<file path="src/hdl/i2c_eeprom_target_defines.svh">
// Assertion helpers used by the top-level RTL.
`ifndef I2C_EEPROM_TARGET_DEFINES_SVH
`define I2C_EEPROM_TARGET_DEFINES_SVH

// Same-cycle implication, sampled on clk_i and idle during reset.
`define I2CEE_ASSERT_NOW(name, ante, cons, msg) \
  name: assert property (@(posedge clk_i) disable iff (!rst_ni) (ante) |-> (cons)) \
    else $error(msg);

// Next-cycle implication, sampled on clk_i and idle during reset.
`define I2CEE_ASSERT_NEXT(name, ante, cons, msg) \
  name: assert property (@(posedge clk_i) disable iff (!rst_ni) (ante) |=> (cons)) \
    else $error(msg);

`endif

</file>
<file path="src/hdl/i2cee_ram.sv">
`timescale 1ns / 1ps

module i2cee_ram #(
  parameter int unsigned Width = 8,
  parameter int unsigned Depth = 256
) (
  input  logic                     clk_i,
  input  logic                     we_i,
  input  logic                     re_i,
  input  logic [$clog2(Depth)-1:0] addr_i,
  input  logic [Width-1:0]         wdata_i,
  output logic [Width-1:0]         rdata_o
);

  logic [Width-1:0] mem_q [Depth];
  logic [Width-1:0] rdata_q;

  always_ff @(posedge clk_i) begin
    if (we_i) begin
      mem_q[addr_i] <= wdata_i;
    end
    if (re_i) begin
      rdata_q <= mem_q[addr_i];
    end
  end

  assign rdata_o = rdata_q;

endmodule

</file>
<file path="config.mk">
export PLATFORM = sky130hd
export DESIGN_NAME = i2cee_ram
export DESIGN_NICKNAME = d
export VERILOG_FILES = /design/src/hdl/i2c_eeprom_target_defines.svh /design/src/hdl/i2cee_ram.sv
export SDC_FILE = /design/constraint.sdc
export NUM_CORES = 2
export LEC_CHECK = 0
export BUFFER_PORTS_ARGS = -buffer_cell sky130_fd_sc_hd__clkbuf_2
export CORE_UTILIZATION = 41
export CTS_CLUSTER_SIZE = 28
export DETAILED_ROUTE_END_ITERATION = 8
export GPL_TIMING_DRIVEN = 0
export PLACE_DENSITY = 0.55
export SLEW_MARGIN = 15
export SYNTH_ARGS = -nofsm -noshare
export SYNTH_HDL_FRONTEND = slang
export SYNTH_SLANG_ARGS = --single-unit
</file>
<file path="constraint.sdc">
create_clock -name clk_i -period 3.8 [get_ports clk_i]
set_clock_uncertainty 0.2 [all_clocks]
set_input_delay 0.38 -clock clk_i [delete_from_list [all_inputs] [get_ports clk_i]]
set_output_delay 0.38 -clock clk_i [all_outputs]
set_load 0.01 [all_outputs]
</file>
==> results.py <==
metrics = {
    "drt": {
        "vias": 38560,
        "routedWlPerCell_um": 33.66,
        "routed_wl_um": 218800,
        "avgViaCountPerCell": 5.933,
        "drcViolationCount": 0,
        "drtIter0Drc": 4853,
        "drt.antenna.violating_nets": 0,
        "dr.pass1.iters": 5,
    },
    "logic_synthesis": {
        "avgSynthCellArea_um2": 22.15,
        "ys_seq_area_share_pct": 78.58,
        "synth_top_family_by_area": "multiplexers",
        "synthCells": 3547,
        "synth_simple_gate_area_share_pct": 1.731,
        "synth.area.mux_share_pct": 14.68,
        "synth_ff_type": "edfxtp_1",
        "synth-compound-area-share_pct": 3.618,
        "async_flop_share_pct": 0,
        "syn-num-nets": 3566,
        "synth-edff-count": 2056,
        "ys_ff_latch": 2056,
        "ys_types": 21,
        "synth_fa_ha_area_share_pct": 0,
        "synth.most_common_cell": "edfxtp_1",
        "yosysTopAreaCell": "edfxtp_1",
        "yosysWarnings": 0,
        "synth.area.top_cells": "edfxtp_1 79%, mux4_2 15%, a22oi_1 2.4%",
        "synth.top_cells.by_count": "2056 x edfxtp_1, 512 x mux4_2, 256 x a22oi_1, 232 x nor2_1, 145 x clkbuf_1",
        "synth-xor-area-share_pct": 0,
        "yosysTopAreaCellShare_pct": 78.58,
        "netlist_area_mm2": 0.07857,
    },
    "floorplan": {
        "die_h_um": 439.8,
        "rows": 160,
        "die_area_mm2": 0.1934,
        "coreArea_mm2": 0.1902,
        "start_util_pct": 41.31,
        "pin_count": 27,
        "fp.dieW_um": 439.8,
    },
    "min_path": {
        "min_path_type": "in2reg",
    },
    "power": {
        "power.internal_mw": 36.70,
        "peakVddDrop_mv": 0.3829,
        "power_density_mw_per_mm2": 523.1,
        "p_leak_nw": 26.97,
        "seqPwrFrac_pct": 53.3,
        "p_comb_share_pct": 5.1,
        "pwr-share-clk_pct": 41.6,
        "p_sw_mw": 10.26,
        "power_mw": 46.96,
        "sw_frac_of_total_pct": 21.85,
    },
    "setup_path": {
        "crit_path_top_delay_cell": "o41ai_2",
        "startpoint_type": "input pin",
        "path_cells": "buf_2 > clkbuf_1 > clkbuf_1 > mux4_2 > a22oi_1 > a21oi_1 > o41ai_2 > nand4_1",
        "cp_data_required_time_ps": 4020,
        "cpPeakStageDelay_ps": 790,
        "worstPathArrival_ps": 4260,
        "critPathMaxFanout": 10,
        "cpMostUsedCell": "clkbuf_1",
        "rrSetupSlack_ps": 430,
        "crit_type": "in2reg",
        "endpoint_kind": "flip-flop",
    },
    "layout": {
        "layout.nets": 3839,
        "drive_above_1_share_pct": 26.98,
        "fin_util_pct": 47.20,
        "syn_to_final_growth_pct": 14.24,
        "fin_cells": 6500,
        "fill_cells": 15630,
    },
    "clocking": {
        "cts_max_level": 4,
        "clock_latency_ps": 850,
        "cts_buffer_depth": 3,
        "cts_setup_buffers": 0,
        "cts.clk_slew.worst_paths_ps": 60,
        "cts.sinks": 2056,
        "ctsRootBufferMaster": "clkbuf_16",
        "cts_tree": "built",
        "cts_made_buffers": 206,
    },
    "global_route": {
        "grt_max_degree": 118,
        "grt_overflow": 0,
        "grt_pass1_vias": 38500,
        "grtUsageTotal_pct": 22.71,
        "grt_pass1_wl_um": 303900,
        "grt_antenna_before_repair": 8,
    },
    "timing": {
        "finalCritPeriodShare_pct": 106.1,
        "setup_ws_ps": -231.1,
        "rsz0062_at_grt": "false",
        "fmax_ghz": 0.2481,
        "fin_crit_ps": 4031,
        "worstMarginPinSlew_ps": 1104,
        "slew_headroom_pct": 26.23,
        "final_max_slew_viol_count": 0,
        "setup_viol": 139,
        "hold_viol": 0,
    },
    "placed_design": {
        "hpwl_um": 144900,
        "place_congestion": 0.9190,
        "io_buffers": 22,
        "dp.cells": 6114,
    },
    "run_status": {
        "status": "complete, but fails checks",
        "violations": "negative setup slack",
    },
    "run": {
        "cap_viol_max_count": 0,
    },
}
-- registers in the layout, summed over array words and instances (netlist names) --
register and cells:
mem_q 2048, rdata_o 8
-- per-stage QoR --
step                      setup slack [ps]   TNS, ps  area, um2  hold WS [ps]
after floorplan                       1001         0      78570         278.9
final                               -231.1     -4045      89760         240.6
after global routing                 8.517         0      89760         246.4
after detailed placement             -2020  -2149530      82920         547.4
after global placement               -2709  -7014990      81820         531.1
after CTS                            5.991         0      89710         185.2
-- layout by cell type (no fill, tap or decap), types with 7 or more instances in the layout --
cell type	synthesis	routed
dlygate4sd3_1	0	9
a22oi_1	256	256
nor2_1	232	144
clkinv_1	0	61
bufinv_16	0	11
mux4_2	512	512
clkbuf_2	0	42
buf_6	16	16
nor3_2	0	30
nand3_1	13	13
a21oi_1	128	122
clkbuf_1	145	161
clkbuf_16	0	212
buf_1	19	15
buf_2	36	38
nand2_1	28	28
nor2_2	0	86
clkinv_2	0	25
edfxtp_1	2056	2056
buf_16	0	25
buf_4	16	21
clkbuf_8	0	8
nand4_1	8	8
nor2b_1	7	7
o41ai_2	0	12
o41ai_1	32	19
-- worst max-delay path, delay by kind of cell --
kind	cells	cell delay (ps)
mux	1	430
simple gates	1	500
compound gates	3	1340
buf+inv	3	1570
-- cell type report --
| cell class | count | area, um2 | share of cell area, % |
|---|---|---|---|
| plain buffers | 232 | 1160 | 1.292 |
| clock inverters | 113 | 890.9 | 0.9924 |
| diodes | 4 | 10.01 | 0.01115 |
| flip-flops and latches | 2056 | 61740 | 68.78 |
| clock buffers | 260 | 5485 | 6.111 |
| repair buffers | 65 | 1089 | 1.213 |
| multi-input cells | 1258 | 16250 | 18.10 |
| well taps | 2511 | 3142 | 3.500 |
| inverters | 1 | 3.754 | 0.004182 |
-- power groups by stage --
stage | Sequential (mW) | Combinational (mW) | Clock, mW
floorplan | 25.5 | 1.11 | 0
global placement | 25.6 | 2.25 | 0
detailed placement | 25.5 | 2.36 | 0
CTS | 25.0 | 2.39 | 19.8
global route | 25.0 | 2.48 | 20.6
finish | 25.0 | 2.38 | 19.6
-- timing repair --
| item | in CTS | in global routing |
|---|---|---|
| endpoints found under the setup margin | 1447 | 56 |
| gates resized for setup | 117 | 12 |
| endpoints found under the hold margin | 407 | 0 |
| hold buffers | 9 | 0 |
-- final timing paths --
| path | cells past startpoint | to | start |
|---|---|---|---|
| setup / recovery | 8 | rdata_o[0]$_DFFE_PP_ | addr_i[1] |
| setup reg to reg | 5 | rdata_o[0]$_DFFE_PP_ | mem_q[143][0]$_DFFE_PP_ |
| hold reg to reg | 5 | rdata_o[4]$_DFFE_PP_ | mem_q[32][4]$_DFFE_PP_ |
| hold / removal | 2 | rdata_o[2]$_DFFE_PP_ | re_i |
-- metal layers --
| layer | GRT usage, % | wire, um | share of wire (%) |
|---|---|---|---|
| met5 | 0 | 20 | 0.0091 |
| met4 | 7.762 | 7566 | 3.5 |
| met3 | 4.939 | 18200 | 8.3 |
| met2 | 35.17 | 103200 | 47 |
| met1 | 31.98 | 89810 | 41 |
-- kinds of logic (layout without fill, tap and decap cells) --
family,after synthesis,in the layout
other,0,4
buffers and inverters,233,671
AND/OR/NAND/NOR,330,330
flip-flops,2056,2056
AO/OA/AOI/OAI,416,416
multiplexers,512,512
Note: power is estimated with default switching activity, not from simulation.
