File: src/hdl/i2c_eeprom_target_defines.svh
// Assertion helpers used by the top-level RTL.
`ifndef I2C_EEPROM_TARGET_DEFINES_SVH
`define I2C_EEPROM_TARGET_DEFINES_SVH

// Same-cycle implication, sampled on clk_i and idle during reset.
`define I2CEE_ASSERT_NOW(name, ante, cons, msg) \
  name: assert property (@(posedge clk_i) disable iff (!rst_ni) (ante) |-> (cons)) \
    else $error(msg);

// Next-cycle implication, sampled on clk_i and idle during reset.
`define I2CEE_ASSERT_NEXT(name, ante, cons, msg) \
  name: assert property (@(posedge clk_i) disable iff (!rst_ni) (ante) |=> (cons)) \
    else $error(msg);

`endif

File: src/hdl/i2cee_pkg.sv
`timescale 1ns / 1ps

package i2cee_pkg;

  localparam int unsigned MemBytesDefault = 32768;
  localparam int unsigned CfgAddrW        = 5;
  localparam int unsigned CfgDataW        = 32;

  typedef enum logic [1:0] {
    FUNC_ADDR  = 2'd0,
    FUNC_WRITE = 2'd1,
    FUNC_READ  = 2'd2,
    FUNC_TICK  = 2'd3
  } func_e;

  typedef enum logic [2:0] {
    REG_DEV_ADDR    = 3'd0,
    REG_DEV_EN      = 3'd1,
    REG_ADDR_BYTES  = 3'd2,
    REG_PAGE_LOG2   = 3'd3,
    REG_MEM_SIZE    = 3'd4,
    REG_WPROT       = 3'd5,
    REG_WDELAY      = 3'd6
  } reg_e;

  // Where a write transaction stands.
  typedef enum logic [1:0] {
    POS_IDLE      = 2'd0,
    POS_ADDR_HI   = 2'd1,
    POS_DATA_NONE = 2'd2,
    POS_DATA_SEEN = 2'd3
  } pos_e;

  typedef struct packed {
    logic [1:0] func;
    logic [6:0] dev_addr;
    logic [7:0] write_data;
    logic       last_byte;
  } item_t;

  typedef struct packed {
    logic       ack;
    logic [7:0] read_data;
    logic       read_valid;
    logic       busy_res;
  } result_t;

  typedef struct packed {
    logic [6:0]  device_address;
    logic        device_enabled;
    logic [1:0]  addr_len;
    logic [3:0]  page_size_log2;
    logic [15:0] mem_span;
    logic        wr_lock;
    logic [15:0] write_delay_ticks;
  } cfg_t;

  localparam cfg_t CfgReset = '{
    device_address:    7'd80,
    device_enabled:    1'b1,
    addr_len:          2'd2,
    page_size_log2:    4'd6,
    mem_span:          16'd32768,
    wr_lock:           1'b0,
    write_delay_ticks: 16'd5
  };

endpackage

File: src/hdl/i2cee_regs.sv
`timescale 1ns / 1ps

module i2cee_regs
  import i2cee_pkg::*;
(
  input  logic                clk_i,
  input  logic                rst_ni,
  input  logic                psel,
  input  logic                penable,
  input  logic                pwrite,
  input  logic [CfgAddrW-1:0] paddr,
  input  logic [CfgDataW-1:0] pwdata,
  output logic [CfgDataW-1:0] prdata,
  output logic                pready,
  output cfg_t                cfg_o
);

  cfg_t cfg_q, cfg_d;
  reg_e idx;
  logic wr_en;

  assign idx    = reg_e'(paddr[CfgAddrW-1:2]);
  assign wr_en  = psel && penable && pwrite;
  assign pready = 1'b1;
  assign cfg_o  = cfg_q;

  always_comb begin
    cfg_d = cfg_q;
    if (wr_en) begin
      unique case (idx)
        REG_DEV_ADDR:   cfg_d.device_address    = pwdata[6:0];
        REG_DEV_EN:     cfg_d.device_enabled    = pwdata[0];
        REG_ADDR_BYTES: cfg_d.addr_len          = pwdata[1:0];
        REG_PAGE_LOG2:  cfg_d.page_size_log2    = pwdata[3:0];
        REG_MEM_SIZE:   cfg_d.mem_span          = pwdata[15:0];
        REG_WPROT:      cfg_d.wr_lock           = pwdata[0];
        REG_WDELAY:     cfg_d.write_delay_ticks = pwdata[15:0];
        default: ;
      endcase
    end
  end

  always_comb begin
    unique case (idx)
      REG_DEV_ADDR:   prdata = {25'd0, cfg_q.device_address};
      REG_DEV_EN:     prdata = {31'd0, cfg_q.device_enabled};
      REG_ADDR_BYTES: prdata = {30'd0, cfg_q.addr_len};
      REG_PAGE_LOG2:  prdata = {28'd0, cfg_q.page_size_log2};
      REG_MEM_SIZE:   prdata = {16'd0, cfg_q.mem_span};
      REG_WPROT:      prdata = {31'd0, cfg_q.wr_lock};
      REG_WDELAY:     prdata = {16'd0, cfg_q.write_delay_ticks};
      default:        prdata = '0;
    endcase
  end

  always_ff @(posedge clk_i or negedge rst_ni) begin
    if (!rst_ni) begin
      cfg_q <= CfgReset;
    end else begin
      cfg_q <= cfg_d;
    end
  end

endmodule

File: config.mk
export PLATFORM = sky130hd
export DESIGN_NAME = i2cee_regs
export DESIGN_NICKNAME = d
export VERILOG_FILES = /design/src/hdl/i2c_eeprom_target_defines.svh /design/src/hdl/i2cee_pkg.sv /design/src/hdl/i2cee_regs.sv
export SDC_FILE = /design/constraint.sdc
export NUM_CORES = 1
export LEC_CHECK = 0
export ABC_AREA = 1
export BUFFER_PORTS_ARGS = -buffer_cell sky130_fd_sc_hd__clkbuf_2
export CORE_AREA = 5 5 90 92
export CTS_CLUSTER_SIZE = 12
export DETAILED_ROUTE_END_ITERATION = 8
export DIE_AREA = 0 0 95 97
export PLACE_DENSITY = 0.7
export SETUP_SLACK_MARGIN = 0.4
export SYNTH_ARGS = -nofsm -noshare
export SYNTH_HDL_FRONTEND = slang
export SYNTH_SLANG_ARGS = --single-unit
File: constraint.sdc
create_clock -name clk_i -period 2 [get_ports clk_i]
set_clock_uncertainty 0.1 [all_clocks]
set_input_delay 0.3 -clock clk_i [delete_from_list [all_inputs] [get_ports clk_i]]
set_output_delay 0.3 -clock clk_i [all_outputs]
set_load 0.01 [all_outputs]
==> results by group <==
Pwr
  – Sequential cell fraction of total power: 0.444
  – Pwr Density: 919 nW/um^2
  – Combinational group share of total power: 0.278
  – Internal: 2.01 mW
  – Switching portion of total power: 0.317
  – Design Power: 2.95 mW
  – Clock power share: 0.278
  – Largest voltage drop on the vdd net: 0.000376 V
  – Net switching power figure: 937 uW
  – Leakage power total: 1.73 nW

Placed design
  – Global placement routability congestion: 0.807
  – PortBufs: 86
  – Worst setup slack before clock tree synthesis: 0.192 ns
  – HPWL after detailed placement: 4.93 mm

Routing
  – First-iteration detailed-routing DRC count: 92
  – Met2 layer wire length in the routed design: 3.35 mm
  – Top routing layer in use: met4
  – Wirelength, routed: 6.76 mm
  – Via count: 2,279
  – Average routed wire per standard cell: 13.5 um
  – DRC violation count after routing: 0
  – Met3 wire len: 602 um
  – DRT met1 WL: 2.78 mm
  – Remaining number of nets flagged by the antenna check after routing: 0
  – Drt via density: 4.56
  – First drt pass iteration count: 4

Status
  – Outcome: complete, no violations

Cells and area
  – Net count, final: 442
  – Fraction of layout instances using a drive strength above 1: 0.367
  – # diodes: 0
  – Layout overhead on the synthesized area: 32.9%
  – Fillcell total: 741
  – Flip-flop count of the largest register after layout: 47

STA
  – Smallest setup slack after layout: 0.366 ns
  – Setup TNS Final: 0 ns
  – Final number of max-transition violations: 0
  – Tightest Pin Transition: 0.503 ns
  – Setup repair after global routing missed its margin: true
  – F_max: 612 MHz
  – Total of endpoints with negative setup slack in the final report: 0
  – Hold Violations, Final: 0
  – Minimum period implied by the final worst setup slack: 1.63 ns
  – Post-route fraction of the period consumed by the critical path: 0.817
  – Relative max-transition margin: 0.665

CTS
  – Maximum clock insertion buffer count: 2
  – Register clock-pin slew on the reported worst setup and hold paths: 0.09 ns
  – H-tree levels: 2
  – Root buffer cell: sky130_fd_sc_hd__clkbuf_8
  – CTS Buf Count: 5
  – Clock tree from TritonCTS: yes
  – Worst-Skew Late Latency: 0.29 ns
  – Number of sinks on the clock net: 47

Floorplan
  – Standard cell core area: 7140 sq um
  – Starting density of the core: 0.338
  – Die Area: 9220 sq um
  – Die Y-Extent: 97 um
  – Die X: 95 um
  – I/O pin cnt: 122
  – Std-Cell Rows: 31

Critical path
  – Maximum net fanout on the critical path: 2
  – Count of buffer and inverter cells on the critical path: 2
  – Critical Path End Type: primary output
  – Arrival time reported for the critical path endpoint: 1.23 ns
  – Critical Path, Cell by Cell: nand4_1 -> o21ai_2 -> inv_1 -> nand2_1 -> buf_2
  – Slowest cell on the critical path: sky130_fd_sc_hd__dfstp_2
  – Worst endpoint required time: 1.60 ns
  – Slowest stage delay, CP: 0.54 ns
  – Kind of launch point of the worst setup path: flip-flop
  – Critical Setup Path Class: flip-flop to primary output
  – Kind of cell with the highest combined delay on the critical path: flip-flops

Global routing
  – Global route overflow: 0
  – Wire length of the first global-routing pass: 11.0 mm
  – Initial antenna violation count: 0
  – Total routing resource utilization after global routing: 0.150
  – Pin count of the biggest net entering global routing: 30
  – Via count of the first global-routing pass: 2,211

Yosys
  – Cell area after synthesis: 2410 sq um
  – Leading post-synthesis cells by cell area: sky130_fd_sc_hd__dfrtp_1 (39%), sky130_fd_sc_hd__nand2_1 (14%), sky130_fd_sc_hd__dfstp_2 (9.8%)
  – Area share of the leading cell type in the synthesized netlist: 0.394
  – Number of synthesized register bits: 47
  – Unique cell type count in the Yosys netlist: 25
  – Warnings, synthesis: 0
  – Biggest area consumer among synthesized cells: sky130_fd_sc_hd__dfrtp_1
  – Mean instance size in the synthesized netlist: 8.10 sq um
  – Post-synthesis instance total: 298
  – Share of the yosys chip area belonging to registers: 0.492

Min path
  – Type of the most critical hold path: input port to flip-flop

Flow run
  – Number of max-cap violations: 0
## worst paths after layout
path                            slack, ns         to       start  depth (start not counted)
worst min-delay path                  0.1  cfg_o[32]  pwdata[15]                          3
worst min register to register       0.40  cfg_o[32]   cfg_o[32]                          2
worst max register to register       1.06  cfg_o[35]   cfg_o[35]                          3
max in group asynchronous            0.78  cfg_o[46]      rst_ni                          3
worst max-delay path                 0.37  prdata[2]   cfg_o[35]                          5
min in group asynchronous            0.41  cfg_o[29]      rst_ni                          2
## routing by layer
metal,global-route usage,up-vias
met1,0.181,1071
met2,0.255,79
li1,-,1124
met3,0.0520,5
met4,0.0333,0
met5,0,-
## cells by family (layout without fill, tap and decap cells)
kind of cell | Yosys count | after routing | synth area share
AND/OR/NAND/NOR | 121 | 121 | 0.230
buffers and inverters | 67 | 155 | 0.141
AO/OA/AOI/OAI | 61 | 61 | 0.134
flip-flops | 47 | 47 | 0.492
other | 2 | 17 | 0.00311
## power by group through the flow
stage          combinational (mW)  clock (mW)  sequential (mW)
2_1_floorplan               0.311           0             1.41
3_3_place_gp                0.742           0             1.33
3_5_place_dp                0.761           0             1.33
4_1_cts                     0.812       0.843             1.31
5_1_grt                     0.920       0.877             1.34
6_report                    0.821       0.820             1.31
## tightest hold or removal path: stages
cell                       delay [ns]
sky130_fd_sc_hd__clkbuf_2        0.09
sky130_fd_sc_hd__nand2_1         0.05
sky130_fd_sc_hd__o21ai_1         0.05
## metrics by stage
step | instances | hold WS (ns) | area, sq um | util
3_5_place_dp | 477 | 0.200 | 2900 | 0.407
6_report | 500 | 0.0960 | 3210 | 0.450
2_1_floorplan | 313 | -0.0956 | 2470 | -
5_1_grt | 500 | 0.0870 | 3210 | 0.450
3_3_place_gp | 477 | 0.201 | 2900 | 0.407
4_1_cts | 498 | 0.0851 | 3150 | 0.441
## final cells by class
type | count | area (sq um) | share of cell area
Clock buffer | 6 | 72.6 | 0.0226
Tap cell | 99 | 124 | 0.0386
Multi-Input combinational cell | 199 | 975 | 0.304
Clock inverter | 2 | 60.1 | 0.0187
Timing Repair Buffer | 110 | 642 | 0.200
Sequential cell | 47 | 1190 | 0.370
Inverter | 37 | 149 | 0.0464
## Yosys cell counts (all sizes together)
| master | count |
|---|---|
| nor3 | 1 |
| conb | 2 |
| dfstp | 9 |
| o211ai | 3 |
| nor2 | 12 |
| nand2 | 91 |
| dfrtp | 38 |
| nand4 | 7 |
| clkbuf | 2 |
| o21ai | 49 |
| nand3 | 10 |
| o22ai | 9 |
| inv | 37 |
| buf | 28 |
## cells in the final DEF (no fill, tap or decap), drive strengths merged, types with 9 or more instances in the layout
| cell | n |
|---|---|
| buf | 36 |
| conb | 17 |
| clkbuf | 79 |
| o22ai | 9 |
| dfrtp | 38 |
| inv | 37 |
| nand2 | 91 |
| nor2 | 12 |
| o21ai | 49 |
| nand3 | 10 |
| dfstp | 9 |
## repair_timing
item | CTS | global route
gates resized for setup | 10 | 24
hold buffers | 1 | 0
setup buffers | 12 | 2
hold endpoints to repair | 17 | 0
setup endpoints to repair | 16 | 16
pin swaps | 11 | 8
(Power assumes the default switching activity.)
