<file path="src/hdl/i2c_eeprom_target_defines.svh">
// Assertion helpers used by the top-level RTL.
`ifndef I2C_EEPROM_TARGET_DEFINES_SVH
`define I2C_EEPROM_TARGET_DEFINES_SVH

// Same-cycle implication, sampled on clk_i and idle during reset.
`define I2CEE_ASSERT_NOW(name, ante, cons, msg) \
  name: assert property (@(posedge clk_i) disable iff (!rst_ni) (ante) |-> (cons)) \
    else $error(msg);

// Next-cycle implication, sampled on clk_i and idle during reset.
`define I2CEE_ASSERT_NEXT(name, ante, cons, msg) \
  name: assert property (@(posedge clk_i) disable iff (!rst_ni) (ante) |=> (cons)) \
    else $error(msg);

`endif

</file>
<file path="src/hdl/i2cee_pkg.sv">
`timescale 1ns / 1ps

package i2cee_pkg;

  localparam int unsigned MemBytesDefault = 32768;
  localparam int unsigned CfgAddrW        = 5;
  localparam int unsigned CfgDataW        = 32;

  typedef enum logic [1:0] {
    FUNC_ADDR  = 2'd0,
    FUNC_WRITE = 2'd1,
    FUNC_READ  = 2'd2,
    FUNC_TICK  = 2'd3
  } func_e;

  typedef enum logic [2:0] {
    REG_DEV_ADDR    = 3'd0,
    REG_DEV_EN      = 3'd1,
    REG_ADDR_BYTES  = 3'd2,
    REG_PAGE_LOG2   = 3'd3,
    REG_MEM_SIZE    = 3'd4,
    REG_WPROT       = 3'd5,
    REG_WDELAY      = 3'd6
  } reg_e;

  // Where a write transaction stands.
  typedef enum logic [1:0] {
    POS_IDLE      = 2'd0,
    POS_ADDR_HI   = 2'd1,
    POS_DATA_NONE = 2'd2,
    POS_DATA_SEEN = 2'd3
  } pos_e;

  typedef struct packed {
    logic [1:0] func;
    logic [6:0] dev_addr;
    logic [7:0] write_data;
    logic       last_byte;
  } item_t;

  typedef struct packed {
    logic       ack;
    logic [7:0] read_data;
    logic       read_valid;
    logic       busy_res;
  } result_t;

  typedef struct packed {
    logic [6:0]  device_address;
    logic        device_enabled;
    logic [1:0]  addr_len;
    logic [3:0]  page_size_log2;
    logic [15:0] mem_span;
    logic        wr_lock;
    logic [15:0] write_delay_ticks;
  } cfg_t;

  localparam cfg_t CfgReset = '{
    device_address:    7'd80,
    device_enabled:    1'b1,
    addr_len:          2'd2,
    page_size_log2:    4'd6,
    mem_span:          16'd32768,
    wr_lock:           1'b0,
    write_delay_ticks: 16'd5
  };

endpackage

</file>
<file path="src/hdl/i2cee_core.sv">
`timescale 1ns / 1ps

module i2cee_core
  import i2cee_pkg::*;
#(
  parameter int unsigned MEM_BYTES = MemBytesDefault,
  localparam int unsigned AW = $clog2(MEM_BYTES)
) (
  input  logic          clk_i,
  input  logic          rst_ni,
  input  cfg_t          cfg_i,
  input  logic          in_valid_i,
  output logic          in_stall_o,
  input  item_t         in_data_i,
  output logic          out_valid_o,
  input  logic          out_stall_i,
  output logic          ack_o,
  output logic          read_valid_o,
  output logic          busy_res_o,
  output logic          clearing_o,
  output logic          ram_we_o,
  output logic          ram_re_o,
  output logic [AW-1:0] ram_addr_o,
  output logic [7:0]    ram_wdata_o
);

  localparam logic [16:0]   MemBytesW = 17'(MEM_BYTES);
  localparam logic [AW-1:0] LastAddr  = AW'(MEM_BYTES - 1);

  function automatic logic [7:0] page_mask(input logic [3:0] lg);
    logic [3:0] sat;
    logic [8:0] m;
    sat = (lg > 4'd8) ? 4'd8 : lg;
    m   = (9'd1 << sat) - 9'd1;
    return m[7:0];
  endfunction

  pos_e        pos_q, pos_d;
  logic [15:0] cur_q, cur_d;
  logic [15:0] busy_q, busy_d;
  logic [7:0]  held_q, held_d;
  logic [15:0] pb_q, pb_d;
  logic [7:0]  bw_q, bw_d;
  logic        stop_q, stop_d;
  logic        clr_q, clr_d;
  logic [AW-1:0] clr_addr_q, clr_addr_d;
  logic        out_valid_q, out_valid_d;
  logic        ack_q, ack_d, rvalid_q, rvalid_d, bres_q, bres_d;

  logic        accept;
  logic [15:0] limit;
  logic [7:0]  mask8;
  logic [1:0]  ab;
  logic [7:0]  b;

  // Write byte intermediates
  logic        begin_v, store_v;
  pos_e        pos_a, pos_s;
  logic [15:0] cur_a, pb_a;
  logic [7:0]  held_a, bw_a, bw_s, off;
  logic        stop_a, stop_s, can_store, in_range, do_wr;
  logic [15:0] eff, fin_addr;

  assign in_stall_o = clr_q || (out_valid_q && out_stall_i);
  assign accept     = in_valid_i && !in_stall_o;
  assign clearing_o = clr_q;

  assign limit = ({1'b0, cfg_i.mem_span} < MemBytesW) ? cfg_i.mem_span
                                                       : MemBytesW[15:0];
  assign mask8 = page_mask(cfg_i.page_size_log2);
  assign ab    = (cfg_i.addr_len == 2'd3) ? 2'd0 : cfg_i.addr_len;
  assign b     = in_data_i.write_data;

  // Leading address bytes and the start of the data phase.
  always_comb begin
    begin_v = 1'b0;
    store_v = 1'b0;
    cur_a   = cur_q;
    held_a  = held_q;
    pos_a   = pos_q;
    unique case (pos_q)
      POS_IDLE: begin
        if (ab == 2'd2) begin
          if (in_data_i.last_byte) begin
            begin_v = 1'b1;
            store_v = 1'b1;
          end else begin
            held_a = b;
            pos_a  = POS_ADDR_HI;
          end
        end else if (ab == 2'd1) begin
          cur_a   = {8'd0, b};
          begin_v = 1'b1;
        end else begin
          begin_v = 1'b1;
          store_v = 1'b1;
        end
      end
      POS_ADDR_HI: begin
        cur_a   = {held_q, b};
        begin_v = 1'b1;
      end
      POS_DATA_NONE, POS_DATA_SEEN: store_v = 1'b1;
    endcase
    if (begin_v) begin
      pos_a = POS_DATA_NONE;
    end
  end

  assign pb_a   = begin_v ? (cur_a & ~{8'd0, mask8}) : pb_q;
  assign bw_a   = begin_v ? 8'd0 : bw_q;
  assign stop_a = begin_v ? 1'b0 : stop_q;
  assign off    = cur_a[7:0] & mask8;

  // Page-wrapped store address, then the address after the store.
  assign eff       = pb_a + {8'd0, (off + bw_a) & mask8};
  assign can_store = store_v && !cfg_i.wr_lock && !stop_a;
  assign in_range  = eff < limit;
  assign do_wr     = can_store && in_range;
  assign bw_s      = bw_a + {7'd0, do_wr};
  assign stop_s    = stop_a || (can_store && !in_range);
  assign pos_s     = store_v ? POS_DATA_SEEN : pos_a;
  assign fin_addr  = pb_a + {8'd0, (off + bw_s) & mask8};

  always_comb begin
    pos_d       = pos_q;
    cur_d       = cur_q;
    busy_d      = busy_q;
    held_d      = held_q;
    pb_d        = pb_q;
    bw_d        = bw_q;
    stop_d      = stop_q;
    clr_d       = clr_q;
    clr_addr_d  = clr_addr_q;
    ack_d       = ack_q;
    rvalid_d    = rvalid_q;
    bres_d      = bres_q;
    out_valid_d = out_valid_q && out_stall_i;
    ram_we_o    = 1'b0;
    ram_re_o    = 1'b0;
    ram_addr_o  = cur_q[AW-1:0];
    ram_wdata_o = b;

    if (clr_q) begin
      // Sweep the array to the erased value after reset.
      ram_we_o    = 1'b1;
      ram_addr_o  = clr_addr_q;
      ram_wdata_o = 8'hFF;
      clr_addr_d  = clr_addr_q + AW'(1);
      if (clr_addr_q == LastAddr) begin
        clr_d = 1'b0;
      end
    end else if (accept) begin
      out_valid_d = 1'b1;
      ack_d       = 1'b0;
      rvalid_d    = 1'b0;
      unique case (in_data_i.func)
        FUNC_ADDR: begin
          ack_d  = cfg_i.device_enabled && (in_data_i.dev_addr == cfg_i.device_address)
                   && (busy_q == 16'd0);
          pos_d  = POS_IDLE;
          held_d = 8'd0;
          bw_d   = 8'd0;
          stop_d = 1'b0;
        end
        FUNC_WRITE: begin
          ram_we_o   = do_wr;
          ram_addr_o = eff[AW-1:0];
          pb_d       = pb_a;
          if (in_data_i.last_byte) begin
            if (!cfg_i.wr_lock && (pos_s == POS_DATA_NONE || pos_s == POS_DATA_SEEN)) begin
              cur_d = fin_addr;
              if (pos_s == POS_DATA_SEEN) begin
                busy_d = cfg_i.write_delay_ticks;
              end
            end else begin
              cur_d = cur_a;
            end
            pos_d  = POS_IDLE;
            held_d = 8'd0;
            bw_d   = 8'd0;
            stop_d = 1'b0;
          end else begin
            cur_d  = cur_a;
            pos_d  = pos_s;
            held_d = held_a;
            bw_d   = bw_s;
            stop_d = stop_s;
          end
        end
        FUNC_READ: begin
          if (cur_q < limit) begin
            ram_re_o = 1'b1;
            rvalid_d = 1'b1;
            cur_d    = cur_q + 16'd1;
          end
        end
        FUNC_TICK: begin
          if (busy_q != 16'd0) begin
            busy_d = busy_q - 16'd1;
          end
        end
      endcase
      bres_d = (busy_d != 16'd0);
    end
  end

  always_ff @(posedge clk_i or negedge rst_ni) begin
    if (!rst_ni) begin
      pos_q       <= POS_IDLE;
      cur_q       <= '0;
      busy_q      <= '0;
      pb_q        <= '0;
      bw_q        <= '0;
      stop_q      <= 1'b0;
      clr_q       <= 1'b1;
      clr_addr_q  <= '0;
      out_valid_q <= 1'b0;
    end else begin
      pos_q       <= pos_d;
      cur_q       <= cur_d;
      busy_q      <= busy_d;
      pb_q        <= pb_d;
      bw_q        <= bw_d;
      stop_q      <= stop_d;
      clr_q       <= clr_d;
      clr_addr_q  <= clr_addr_d;
      out_valid_q <= out_valid_d;
    end
  end

  // Held byte and result fields carry no reset.
  always_ff @(posedge clk_i) begin
    held_q   <= held_d;
    ack_q    <= ack_d;
    rvalid_q <= rvalid_d;
    bres_q   <= bres_d;
  end

  assign out_valid_o  = out_valid_q;
  assign ack_o        = ack_q;
  assign read_valid_o = rvalid_q;
  assign busy_res_o   = bres_q;

endmodule

</file>
<file path="config.mk">
export PLATFORM = sky130hd
export DESIGN_NAME = i2cee_core
export DESIGN_NICKNAME = d
export VERILOG_FILES = /design/src/hdl/i2c_eeprom_target_defines.svh /design/src/hdl/i2cee_pkg.sv /design/src/hdl/i2cee_core.sv
export SDC_FILE = /design/constraint.sdc
export NUM_CORES = 1
export LEC_CHECK = 0
export BUFFER_PORTS_ARGS = -buffer_cell sky130_fd_sc_hd__buf_4
export CAP_MARGIN = 20
export CORE_MARGIN = 3
export CORE_UTILIZATION = 48
export CTS_CLUSTER_SIZE = 14
export DETAILED_ROUTE_END_ITERATION = 6
export PLACE_DENSITY_LB_ADDON = 0.05
export SETUP_SLACK_MARGIN = 0.1
export SLEW_MARGIN = 15
export SYNTH_ARGS = -nofsm -noshare
export SYNTH_HDL_FRONTEND = slang
export SYNTH_SLANG_ARGS = --single-unit
</file>
<file path="constraint.sdc">
create_clock -name clk_i -period 20.9 [get_ports clk_i]
set_input_delay 4.18 -clock clk_i [delete_from_list [all_inputs] [get_ports clk_i]]
set_output_delay 4.18 -clock clk_i [all_outputs]
set_load 0.01 [all_outputs]
</file>
==> impl_metrics.json, run 1 <==
{
  "avgSynthCellArea_um2": 8.14,
  "place_area_um2": 8960,
  "fin_area_um2": 9320,
  "clockBufferDepth": 2,
  "clockRootBuffer": "clkbuf_16",
  "n_antenna_cell": 0,
  "drt_first_iter_violations": 667,
  "syn-cell-area_um2": 8050,
  "die_height_um": 136,
  "cts.clk_slew.worst_paths_ns": 0.06,
  "worst_slew_margin_rel_pct": 28.9,
  "grt_first_pass_wirelength_mm": 38.8,
  "cts_made_buffers": 9,
  "drcViolationCount": 0,
  "synth_edf_count": 11,
  "yosys.area.top_type": "dfrtp_1",
  "yosysTopAreaCellShare_pct": 23.3,
  "dp_cells": 1267,
  "fmax_mhz": 68.2,
  "clock_sink_count": 87,
  "grt_use_total_pct": 26.8,
  "postSynthCellCount": 989,
  "cp_slowest_cell": "nor2b_1",
  "port_buffers": 99,
  "p_leak_uw": 0.00424,
  "synth_seq_area_share_pct": 27.7,
  "count_of_tritonroute_iterations_in_the_first_routing_pass": 5,
  "floorplan.initialDensity_pct": 49.8,
  "antenna_violations_before_repair": 0,
  "totalWireLength_mm": 24.3,
  "aggregate_global_routing_overflow": 0,
  "dieWidth_um": 136,
  "synth_async_sr_flop_share_pct": 87.4,
  "synthTopCellsByCount": "nand2_1 (146), nor2_1 (87), dfrtp_1 (75)",
  "layoutNonFillerInstCount": 1283,
  "cp-end-kind": "output pin",
  "timing.critical_path.from_type": "input pin",
  "synth_flop_cell": "dfrtp_1",
  "holdBufCountCts": 0,
  "worst-endpoint-arrival_ns": 10.48,
  "post_synth_num_cell_types": 78,
  "grt_setup_unrepaired": "false",
  "pin_count": 100,
  "pwr_density_cell_nw_per_um2": 102,
  "place_ws_ns": 6.30,
  "vias": 7702,
  "gpl.final_weighted_congestion": 0.932,
  "remaining_number_of_nets_flagged_by_the_antenna_check_after_routing": 0,
  "final.setup.worst_slack_ns": 6.24,
  "timing.final.max_slew_violations": 0,
  "post_layout_minimum_cycle_time_ns": 14.66,
  "hold_depth": 2,
  "layout_cell_share_with_drive_strength_beyond_1_pct": 14.8,
  "core.rowCount": 46,
  "worstSkewPairLatency_ns": 0.36,
  "finalClockSkew_ns": 0.00834,
  "ys_seq_elements": 87,
  "final_net_count": 1203,
  "yosysWarningCount": 0,
  "cts_tree": "done",
  "die_area_um2": 18400,
  "largest_fanout_on_the_critical_path": 21,
  "worst_path_largest_cell_delay_ns": 0.56,
  "hpwl_reported_at_the_end_of_detailed_placement_mm": 18.6,
  "timing.final.setup_violations": 0,
  "final.period_utilization_pct": 70.1,
  "core-area_um2": 16200,
  "timing.critical_path.mode_cell": "a21o_1",
  "final_hold_viol_count": 0,
  "status": "complete, no violations",
  "worst_slew_pin_slew_ns": 1.06,
  "synth_most_common_cell": "nand2_1",
  "setup_total_negative_slack_ns": 0,
  "rr_worst_depth": 46,
  "postSynthNetCount": 1130,
  "post-cts-setup-buffer-count": 0,
  "kind_of_path_behind_the_tightest_hold_check": "flip-flop to flip-flop",
  "post_synth_main_area_contributors": "dfrtp_1 (23%), ha_1 (11%), nand2_1 (6.8%)",
  "max_cap_viol_count": 0,
  "hold_ws_ns": 0.463,
  "cts-htree-levels": 3,
  "critical_path_required_ns": 16.72,
  "worst_case_vdd_ir_drop_mv": 0.0466,
  "worstSetupPathType": "input pin to output pin",
  "cts-resized-gates": 0,
  "avgRoutedWirePerCell_um": 18.9,
  "grt_pass1_vias": 7136,
  "syn2layout_area_growth_pct": 15.8,
  "vias_per_cell": 6.00,
  "grt_max_degree": 56
}
layer usage:
| metal | vias to the layer above | track usage [%] | routed length [µm] |
|---|---|---|---|
| li1 | 3766 | - | - |
| met5 | - | 0 | 0 |
| met4 | 0 | 7.89 | 485 |
| met1 | 3618 | 38.9 | 11200 |
| met3 | 30 | 4.53 | 1800 |
| met2 | 288 | 41.2 | 10800 |
cells by family after synthesis:
logic type	Yosys count	synth area share [%]
flip-flops	87	27.7
AO/OA/AOI/OAI	269	22.5
multiplexers	29	3.75
adder cells (fa/ha/maj)	72	11.6
AND/OR/NAND/NOR	399	24.1
buffers and inverters	70	3.50
XOR/XNOR	63	6.85
cells in the final DEF, fill, tap and decap left out, drive strengths merged, types with 10 or more instances in the layout:
cell type,netlist,layout
nor4,11,11
xor2,26,26
nand3,29,29
a211oi,11,11
buf,12,109
xnor2,37,37
nor3,25,25
a21o,20,20
or2,10,10
edfxtp,11,11
and2,21,21
mux2i,23,23
nand4,13,13
inv,22,22
clkbuf,35,10
and3,10,10
o21ai,72,72
a21oi,56,56
nand2b,15,15
ha,68,68
dfrtp,75,75
nor2,88,88
nand2,146,146
critical path: cells and delay by family:
kind | cells | cell delay [ns]
AOI/OAI and AO/OA | 14 | 2.92
and+or+nand+nor | 6 | 1.39
adders and majority gates | 3 | 0.94
buffers and inverters | 3 | 0.49
xor gates and xnor gates | 2 | 0.39
muxes | 1 | 0.18
worst paths after layout:
kind | start | end | slack, ns
worst max-delay path | cfg_i[38] | ram_we_o | 6.24
worst min-delay path | bw_q[0]$_DFFE_PN0P_ | bw_q[0]$_DFFE_PN0P_ | 0.46
worst max register to register | pos_q[0]$_DFFE_PN0P_ | cur_q[13]$_DFFE_PN0P_ | 10.27
worst min register to register | bw_q[0]$_DFFE_PN0P_ | bw_q[0]$_DFFE_PN0P_ | 0.46
max in group asynchronous | rst_ni | pb_q[3]$_DFFE_PN0P_ | 16.10
min in group asynchronous | rst_ni | clr_addr_q[12]$_DFFE_PN0P_ | 3.71
state kept, by name, indices dropped and copies added, names as in the netlist:
signal        flops
busy_q           16
held_q            8
pos_q             2
stop_q            1
ack_o             1
out_valid_o       1
cur_q            16
busy_res_o        1
clr_addr_q       15
bw_q              8
read_valid_o      1
clearing_o        1
pb_q             16
power breakdown:
group | internal (µW) | leakage [µW] | switching (µW)
combinational | 207 | 0.00299 | 264
clock | 129 | 0.000174 | 74.0
sequential | 210 | 0.00107 | 65.5
stage by stage:
| stage | util, % | power, µW |
|---|---|---|
| 2_1_floorplan | - | 594 |
| 3_3_place_gp | 55.4 | 737 |
| 3_5_place_dp | 55.4 | 740 |
| 4_1_cts | 57.6 | 947 |
| 5_1_grt | 57.6 | 1020 |
| 6_report | 57.6 | 949 |
cell type report:
class                   count  area [µm²]
clock inverters             6         133
repair buffers            109         818
flip-flops and latches     87        2230
fillers                  1537        6850
multi-input cells         832        5550
inverters                  23        86.3
clock buffers              10         229
well taps                 216         270
No activity file was read; power rests on OpenSTA's default activity.
==> run 2, diff against run 1 <==
Settings changed: ABC_AREA from default to 1.
Clock period 20.9 ns to 12.65 ns, I/O delays scaled along.
==> run 2 against run 1 <==
  * Routed wire length grew 4.1%
  * Synthesized cell count grew 31%
  * Clock skew grew 0.0031 ns
  * Clock power grew 31%
  * Final cell count grew 25%
  * Critical path depth grew 31
  * Worst hold slack gained 0.017 ns
  * Global-route usage shrank 1.0 points
  * Flip-flop and latch count is the same
  * Design area grew 4.3%
  * Sequential share of layout area shrank 0.98 points
  * Critical endpoint is now cur_q[10]$_DFFE_PN0P_
  * Largest power group unchanged
  * Highest routed layer unchanged
==> impl_metrics.json, run 2 <==
{
  "worst_slew_pin_slew_ns": 0.954,
  "vias_per_cell": 5.45,
  "synth-xor-area-share_pct": 5.99,
  "status": "complete, no violations",
  "syn-cell-area_um2": 8490,
  "cts-resized-gates": 0,
  "postSynthNetCount": 1441,
  "commonest_non_fill_non_tap_cells_in_the_layout": "nand2_1 (345), inv_1 (157), nor2_1 (136), o21ai_0 (114), buf_4 (106)",
  "final_net_count": 1526,
  "yosysTopAreaCellShare_pct": 22.1,
  "cp_slowest_cell": "o21ai_0",
  "ff2ff_setup_slack_ns": 3.23,
  "worst_slew_margin_rel_pct": 36.4,
  "cp_top_family": "simple AND/OR/NAND/NOR gates",
  "startpoint_of_the_lowest_slack_register_to_register_path": "pos_q[1]$_DFFE_PN0P_",
  "syn2layout_area_growth_pct": 14.5,
  "reg.largest.list": "busy_q x16, cur_q x16, pb_q x16",
  "layoutNonFillerInstCount": 1610,
  "power.clock.fraction_pct": 16.3,
  "worst-endpoint-arrival_ns": 11.54,
  "worstSetupPathType": "input pin to flip-flop",
  "n_antenna_cell": 0,
  "synth_seq_area_share_pct": 26.3,
  "worst_case_vdd_ir_drop_mv": 0.0823,
  "port_buffers": 99,
  "timing.rr.end": "cur_q[10]$_DFFE_PN0P_",
  "count_of_tritonroute_iterations_in_the_first_routing_pass": 5,
  "critical_path_required_ns": 12.90,
  "synth_area_in_adders_pct": 11.0,
  "kind_of_path_behind_the_tightest_hold_check": "flip-flop to flip-flop",
  "dp_cells": 1593,
  "rr_worst_depth": 57,
  "p_leak_uw": 0.00499,
  "synth_async_sr_flop_share_pct": 87.4,
  "ys_seq_elements": 87,
  "p_int_uw": 838,
  "grt_max_degree": 77,
  "seq_power_share_pct": 26.3,
  "total_switching_power_uw": 789,
  "muxShareOfSynthArea_pct": 0,
  "synth_flop_cell": "dfrtp_1",
  "fin_area_um2": 9720,
  "cp-endpoint": "cur_q[10]$_DFFE_PN0P_",
  "clockRootBuffer": "clkbuf_16",
  "synth_top_family_by_area": "simple AND/OR/NAND/NOR gates",
  "die_area_um2": 19300,
  "dieWidth_um": 139,
  "final_hold_viol_count": 0,
  "avgRoutedWirePerCell_um": 15.7,
  "setup_total_negative_slack_ns": 0,
  "fmax_mhz": 88.6,
  "max_cap_viol_count": 0,
  "vias": 8771,
  "synth_most_common_cell": "nand2_1",
  "core-area_um2": 16900,
  "die_height_um": 139,
  "timing.final.setup_violations": 0,
  "drt_first_iter_violations": 795,
  "totalWireLength_mm": 25.3,
  "cts_tree": "done",
  "pin_count": 100,
  "remaining_number_of_nets_flagged_by_the_antenna_check_after_routing": 0,
  "post_synth_main_area_contributors": "dfrtp_1 (22%), nand2_1 (15%), ha_1 (10%)",
  "cts-htree-levels": 3,
  "combinationalPowerShare_pct": 57.4,
  "layout_commonest_cell": "nand2_1",
  "post-cts-setup-buffer-count": 0,
  "yosysWarningCount": 0,
  "avgSynthCellArea_um2": 6.53,
  "antenna_violations_before_repair": 0,
  "hpwl_reported_at_the_end_of_detailed_placement_mm": 19.4,
  "clockBufferDepth": 2,
  "grt_pass1_vias": 8007,
  "post_layout_minimum_cycle_time_ns": 11.29,
  "yosys.area.top_type": "dfrtp_1",
  "aggregate_global_routing_overflow": 0,
  "worst_path_largest_cell_delay_ns": 0.52,
  "swShare_pct": 48.5,
  "startpoint": "cfg_i[38]",
  "pwr_density_cell_nw_per_um2": 167,
  "postSynthCellCount": 1300,
  "gpl.final_weighted_congestion": 0.970,
  "largest_fanout_on_the_critical_path": 18,
  "synth_edf_count": 11,
  "worstSkewPairLatency_ns": 0.36,
  "holdBufCountCts": 0,
  "synth_area_in_simple_gates_pct": 31.8,
  "drcViolationCount": 0,
  "cts_made_buffers": 9,
  "layout_cell_share_with_drive_strength_beyond_1_pct": 11.3,
  "timing.final.max_slew_violations": 0,
  "cp_num_buf_inv": 3,
  "post_synth_num_cell_types": 44,
  "synth_compound_area_share_pct": 16.0,
  "clock_sink_count": 87,
  "finalClockSkew_ns": 0.0114,
  "grt_setup_unrepaired": "false",
  "core.rowCount": 47,
  "synthTopCellsByCount": "nand2_1 (345), inv_1 (157), nor2_1 (136)",
  "cp-end-kind": "flip-flop",
  "place_area_um2": 9410,
  "final.period_utilization_pct": 89.3,
  "grt_first_pass_wirelength_mm": 40.7,
  "floorplan.initialDensity_pct": 50.1,
  "cts.clk_slew.worst_paths_ns": 0.07,
  "hold_depth": 2,
  "critical_path_cell_count": 60,
  "timing.critical_path.from_type": "input pin",
  "timing.critical_path.mode_cell": "nand2_1",
  "grt_use_total_pct": 25.8
}
[run 2: changes by cell type after synthesis, moves of 26 or more]
cell	before	now
nand2_1	146	345
inv_1	21	157
nand3_1	29	81
o21ai_0	69	114
nor2_1	87	136
xnor2_1	37	11
[run 2: worst min path at each step]
| stage | from | to | slack [ns] |
|---|---|---|---|
| 2_1_floorplan | pb_q[15]$_DFFE_PN0P_ | pb_q[15]$_DFFE_PN0P_ | 0.45 |
| 3_3_place_gp | stop_q$_DFFE_PN0P_ | stop_q$_DFFE_PN0P_ | 0.46 |
| 3_5_place_dp | stop_q$_DFFE_PN0P_ | stop_q$_DFFE_PN0P_ | 0.47 |
| 4_1_cts | stop_q$_DFFE_PN0P_ | stop_q$_DFFE_PN0P_ | 0.48 |
| 5_1_grt | pb_q[7]$_DFFE_PN0P_ | pb_q[7]$_DFFE_PN0P_ | 0.51 |
| 6_report | stop_q$_DFFE_PN0P_ | stop_q$_DFFE_PN0P_ | 0.48 |
[run 2: power groups by stage]
stage	registers, µW	clock network [µW]	logic [µW]
6_report	428	265	934
5_1_grt	437	280	1070
4_1_cts	426	271	925
3_5_place_dp	430	0	919
3_3_place_gp	430	0	912
2_1_floorplan	406	0	677
[run 2: cell type report]
cell class | instances | area, µm²
Fill cell | 1699 | 7220
Multi-Input combinational cell | 1017 | 5490
Sequential cell | 87 | 2230
Timing Repair Buffer | 107 | 823
Inverter | 163 | 612
Tap cell | 220 | 275
Clock buffer | 10 | 239
Clock inverter | 6 | 43.8
[run 2: per-stage QoR]
step | total power, µW | worst slack (ns) | hold WS, ns | utilization [%]
global placement | 1340 | 1.30 | 0.464 | 55.5
CTS | 1620 | 1.42 | 0.483 | 57.2
global route | 1780 | 0.263 | 0.511 | 57.4
finish | 1630 | 1.36 | 0.481 | 57.4
floorplan | 1080 | 2.56 | 0.448 | -
detailed placement | 1350 | 1.08 | 0.469 | 55.5
[run 2: logic make-up after synthesis]
family	count (synthesis)
and+or+nand+nor	639
AOI/OAI and AO/OA	248
buffers and inverters	196
DFF	87
adders and majority gates	72
xor gates and xnor gates	58
[run 2: worst min-delay path: cells and delay by family, from the launching register on]
kind	cells	cell delay, ns
AND/OR/NAND/NOR	2	0.11
flip-flops	1	0.34
[run 2: metal layers]
layer	global-route usage, %	wire length (µm)	up-vias
met4	6.23	418	0
met5	0	0	-
met2	41.7	11400	299
li1	-	-	4442
met3	4.07	1890	39
met1	36.4	11500	3991
==> run 3, diff against run 2 <==
Clock period 12.65 ns to 13.5 ns, I/O delays scaled along.
==> run 3 against run 2 <==
  * Flip-flop and latch count did not move
  * Setup slack improved by 0.57 ns
  * Die area did not move
  * Largest cell class unchanged
==> impl_metrics.json, run 3 (same netlist as run 2, synthesis figures left out) <==
{
  "clockRootBuffer": "clkbuf_16",
  "power.total_uw": 1560,
  "grt_use_total_pct": 26.5,
  "final_net_count": 1524,
  "grt_max_degree": 77,
  "port_buffers": 99,
  "worstSetupPathType": "input pin to flip-flop",
  "vias": 8779,
  "timing.final.max_slew_violations": 0,
  "aggregate_global_routing_overflow": 0,
  "ff2ff_setup_slack_ns": 3.99,
  "avgRoutedWirePerCell_um": 15.9,
  "cts-htree-levels": 3,
  "largest_fanout_on_the_critical_path": 18,
  "startpoint": "cfg_i[38]",
  "n_antenna_cell": 0,
  "gpl.final_weighted_congestion": 0.978,
  "cts_made_buffers": 9,
  "final_hold_viol_count": 0,
  "finalClockSkew_ns": 0.00792,
  "post-cts-setup-buffer-count": 0,
  "worst_slew_pin_slew_ns": 0.943,
  "critical_path_required_ns": 13.75,
  "layout_commonest_cell": "nand2_1",
  "cts-resized-gates": 0,
  "clockBufferDepth": 2,
  "die_area_um2": 19300,
  "grt_pass1_vias": 8265,
  "timing.final.setup_violations": 0,
  "floorplan.initialDensity_pct": 50.1,
  "worst-endpoint-arrival_ns": 11.82,
  "holdBufCountCts": 0,
  "count_of_tritonroute_iterations_in_the_first_routing_pass": 5,
  "fmax_mhz": 86.5,
  "cp_slowest_cell": "o21ai_0",
  "post_layout_minimum_cycle_time_ns": 11.57,
  "hp-start": "pb_q[7]$_DFFE_PN0P_",
  "commonest_non_fill_non_tap_cells_in_the_layout": "nand2_1 (345), inv_1 (157), nor2_1 (136), o21ai_0 (114), buf_4 (104)",
  "clock_sink_count": 87,
  "p_leak_uw": 0.00499,
  "cts.clk_slew.worst_paths_ns": 0.07,
  "syn2layout_area_growth_pct": 14.8,
  "grt_first_pass_wirelength_mm": 41.8,
  "status": "complete, no violations",
  "kind_of_path_behind_the_tightest_hold_check": "flip-flop to flip-flop",
  "layout_cell_share_with_drive_strength_beyond_1_pct": 11.0,
  "dieWidth_um": 139,
  "worst_slew_margin_rel_pct": 37.1,
  "max_cap_viol_count": 0,
  "pwr_density_cell_nw_per_um2": 160,
  "remaining_number_of_nets_flagged_by_the_antenna_check_after_routing": 0,
  "antenna_violations_before_repair": 0,
  "die_height_um": 139,
  "startpoint_of_the_lowest_slack_register_to_register_path": "pos_q[0]$_DFFE_PN0P_",
  "vias_per_cell": 5.46,
  "cp-end-kind": "flip-flop",
  "worst_path_largest_cell_delay_ns": 0.53,
  "drcViolationCount": 0,
  "place_area_um2": 9390,
  "totalWireLength_mm": 25.6,
  "worst_case_vdd_ir_drop_mv": 0.0753,
  "timing.critical_path.mode_cell": "nand2_1",
  "pin_count": 100,
  "drt_first_iter_violations": 742,
  "grt_setup_unrepaired": "false",
  "setup_total_negative_slack_ns": 0,
  "core.rowCount": 47,
  "final.setup.worst_slack_ns": 1.93,
  "fin_area_um2": 9740,
  "final.period_utilization_pct": 85.7,
  "place_ws_ns": 1.64,
  "core-area_um2": 16900,
  "reg.largest.list": "busy_q x16, cur_q x16, pb_q x16",
  "worstSkewPairLatency_ns": 0.36,
  "hpwl_reported_at_the_end_of_detailed_placement_mm": 19.7,
  "cts_tree": "done",
  "timing.critical_path.from_type": "input pin"
}
-- run 3: cell count changes in the layout (fill, tap and decap cells not counted), sizes merged --
cell / previous run / this run
buf: 107 / 105
clkinv: 3 / 1
clkbuf: 10 / 11
bufinv: 0 / 2
inv: 165 / 164
-- run 3: cell type report --
| cell class | count | area [µm²] |
|---|---|---|
| Tap cell | 220 | 275 |
| Clock inverter | 5 | 80.1 |
| Sequential cell | 87 | 2230 |
| Clock buffer | 11 | 243 |
| Multi-Input combinational cell | 1017 | 5490 |
| Fill cell | 1705 | 7190 |
| Inverter | 163 | 612 |
| Timing Repair Buffer | 105 | 808 |
-- run 3: power by group --
part / internal [µW] / leakage, µW / switching (µW)
combinational: 325 / 0.00374 / 551
sequential: 327 / 0.00110 / 74.3
clock: 168 / 0.000154 / 118
-- run 3: worst paths after layout --
| path | to | cells past startpoint |
|---|---|---|
| max in group asynchronous | clearing_o$_DFF_PN1_ | 2 |
| max reg2reg | cur_q[10]$_DFFE_PN0P_ | 58 |
| min in group asynchronous | clr_addr_q[0]$_DFFE_PN0P_ | 1 |
| max | cur_q[10]$_DFFE_PN0P_ | 60 |
| min | pb_q[7]$_DFFE_PN0P_ | 2 |
| min reg2reg | pb_q[7]$_DFFE_PN0P_ | 2 |
-- run 3: critical path: cells and delay by family --
family,cells,cell delay [ns]
simple gates,36,3.69
fa+ha+maj,8,2.29
compound gates,9,2.15
xor+xnor,4,0.69
buf+inv,3,0.27
-- run 3: layer usage --
metal	wire length (µm)	part of all wire, %	vias up	GRT usage, %
met4	544	2.1	0	8.29
met3	1760	6.9	33	4.86
met1	12000	47	4020	37.2
met2	11300	44	287	41.6
met5	0	0	-	0
li1	-	-	4439	-
-- run 3: per-stage QoR --
step	utilization (%)	hold slack, ns	cells
global route	57.5	0.506	1608
finish	57.5	0.487	1608
global placement	55.5	0.465	1591
detailed placement	55.5	0.470	1591
CTS	57.4	0.488	1607
floorplan	-	0.448	1300
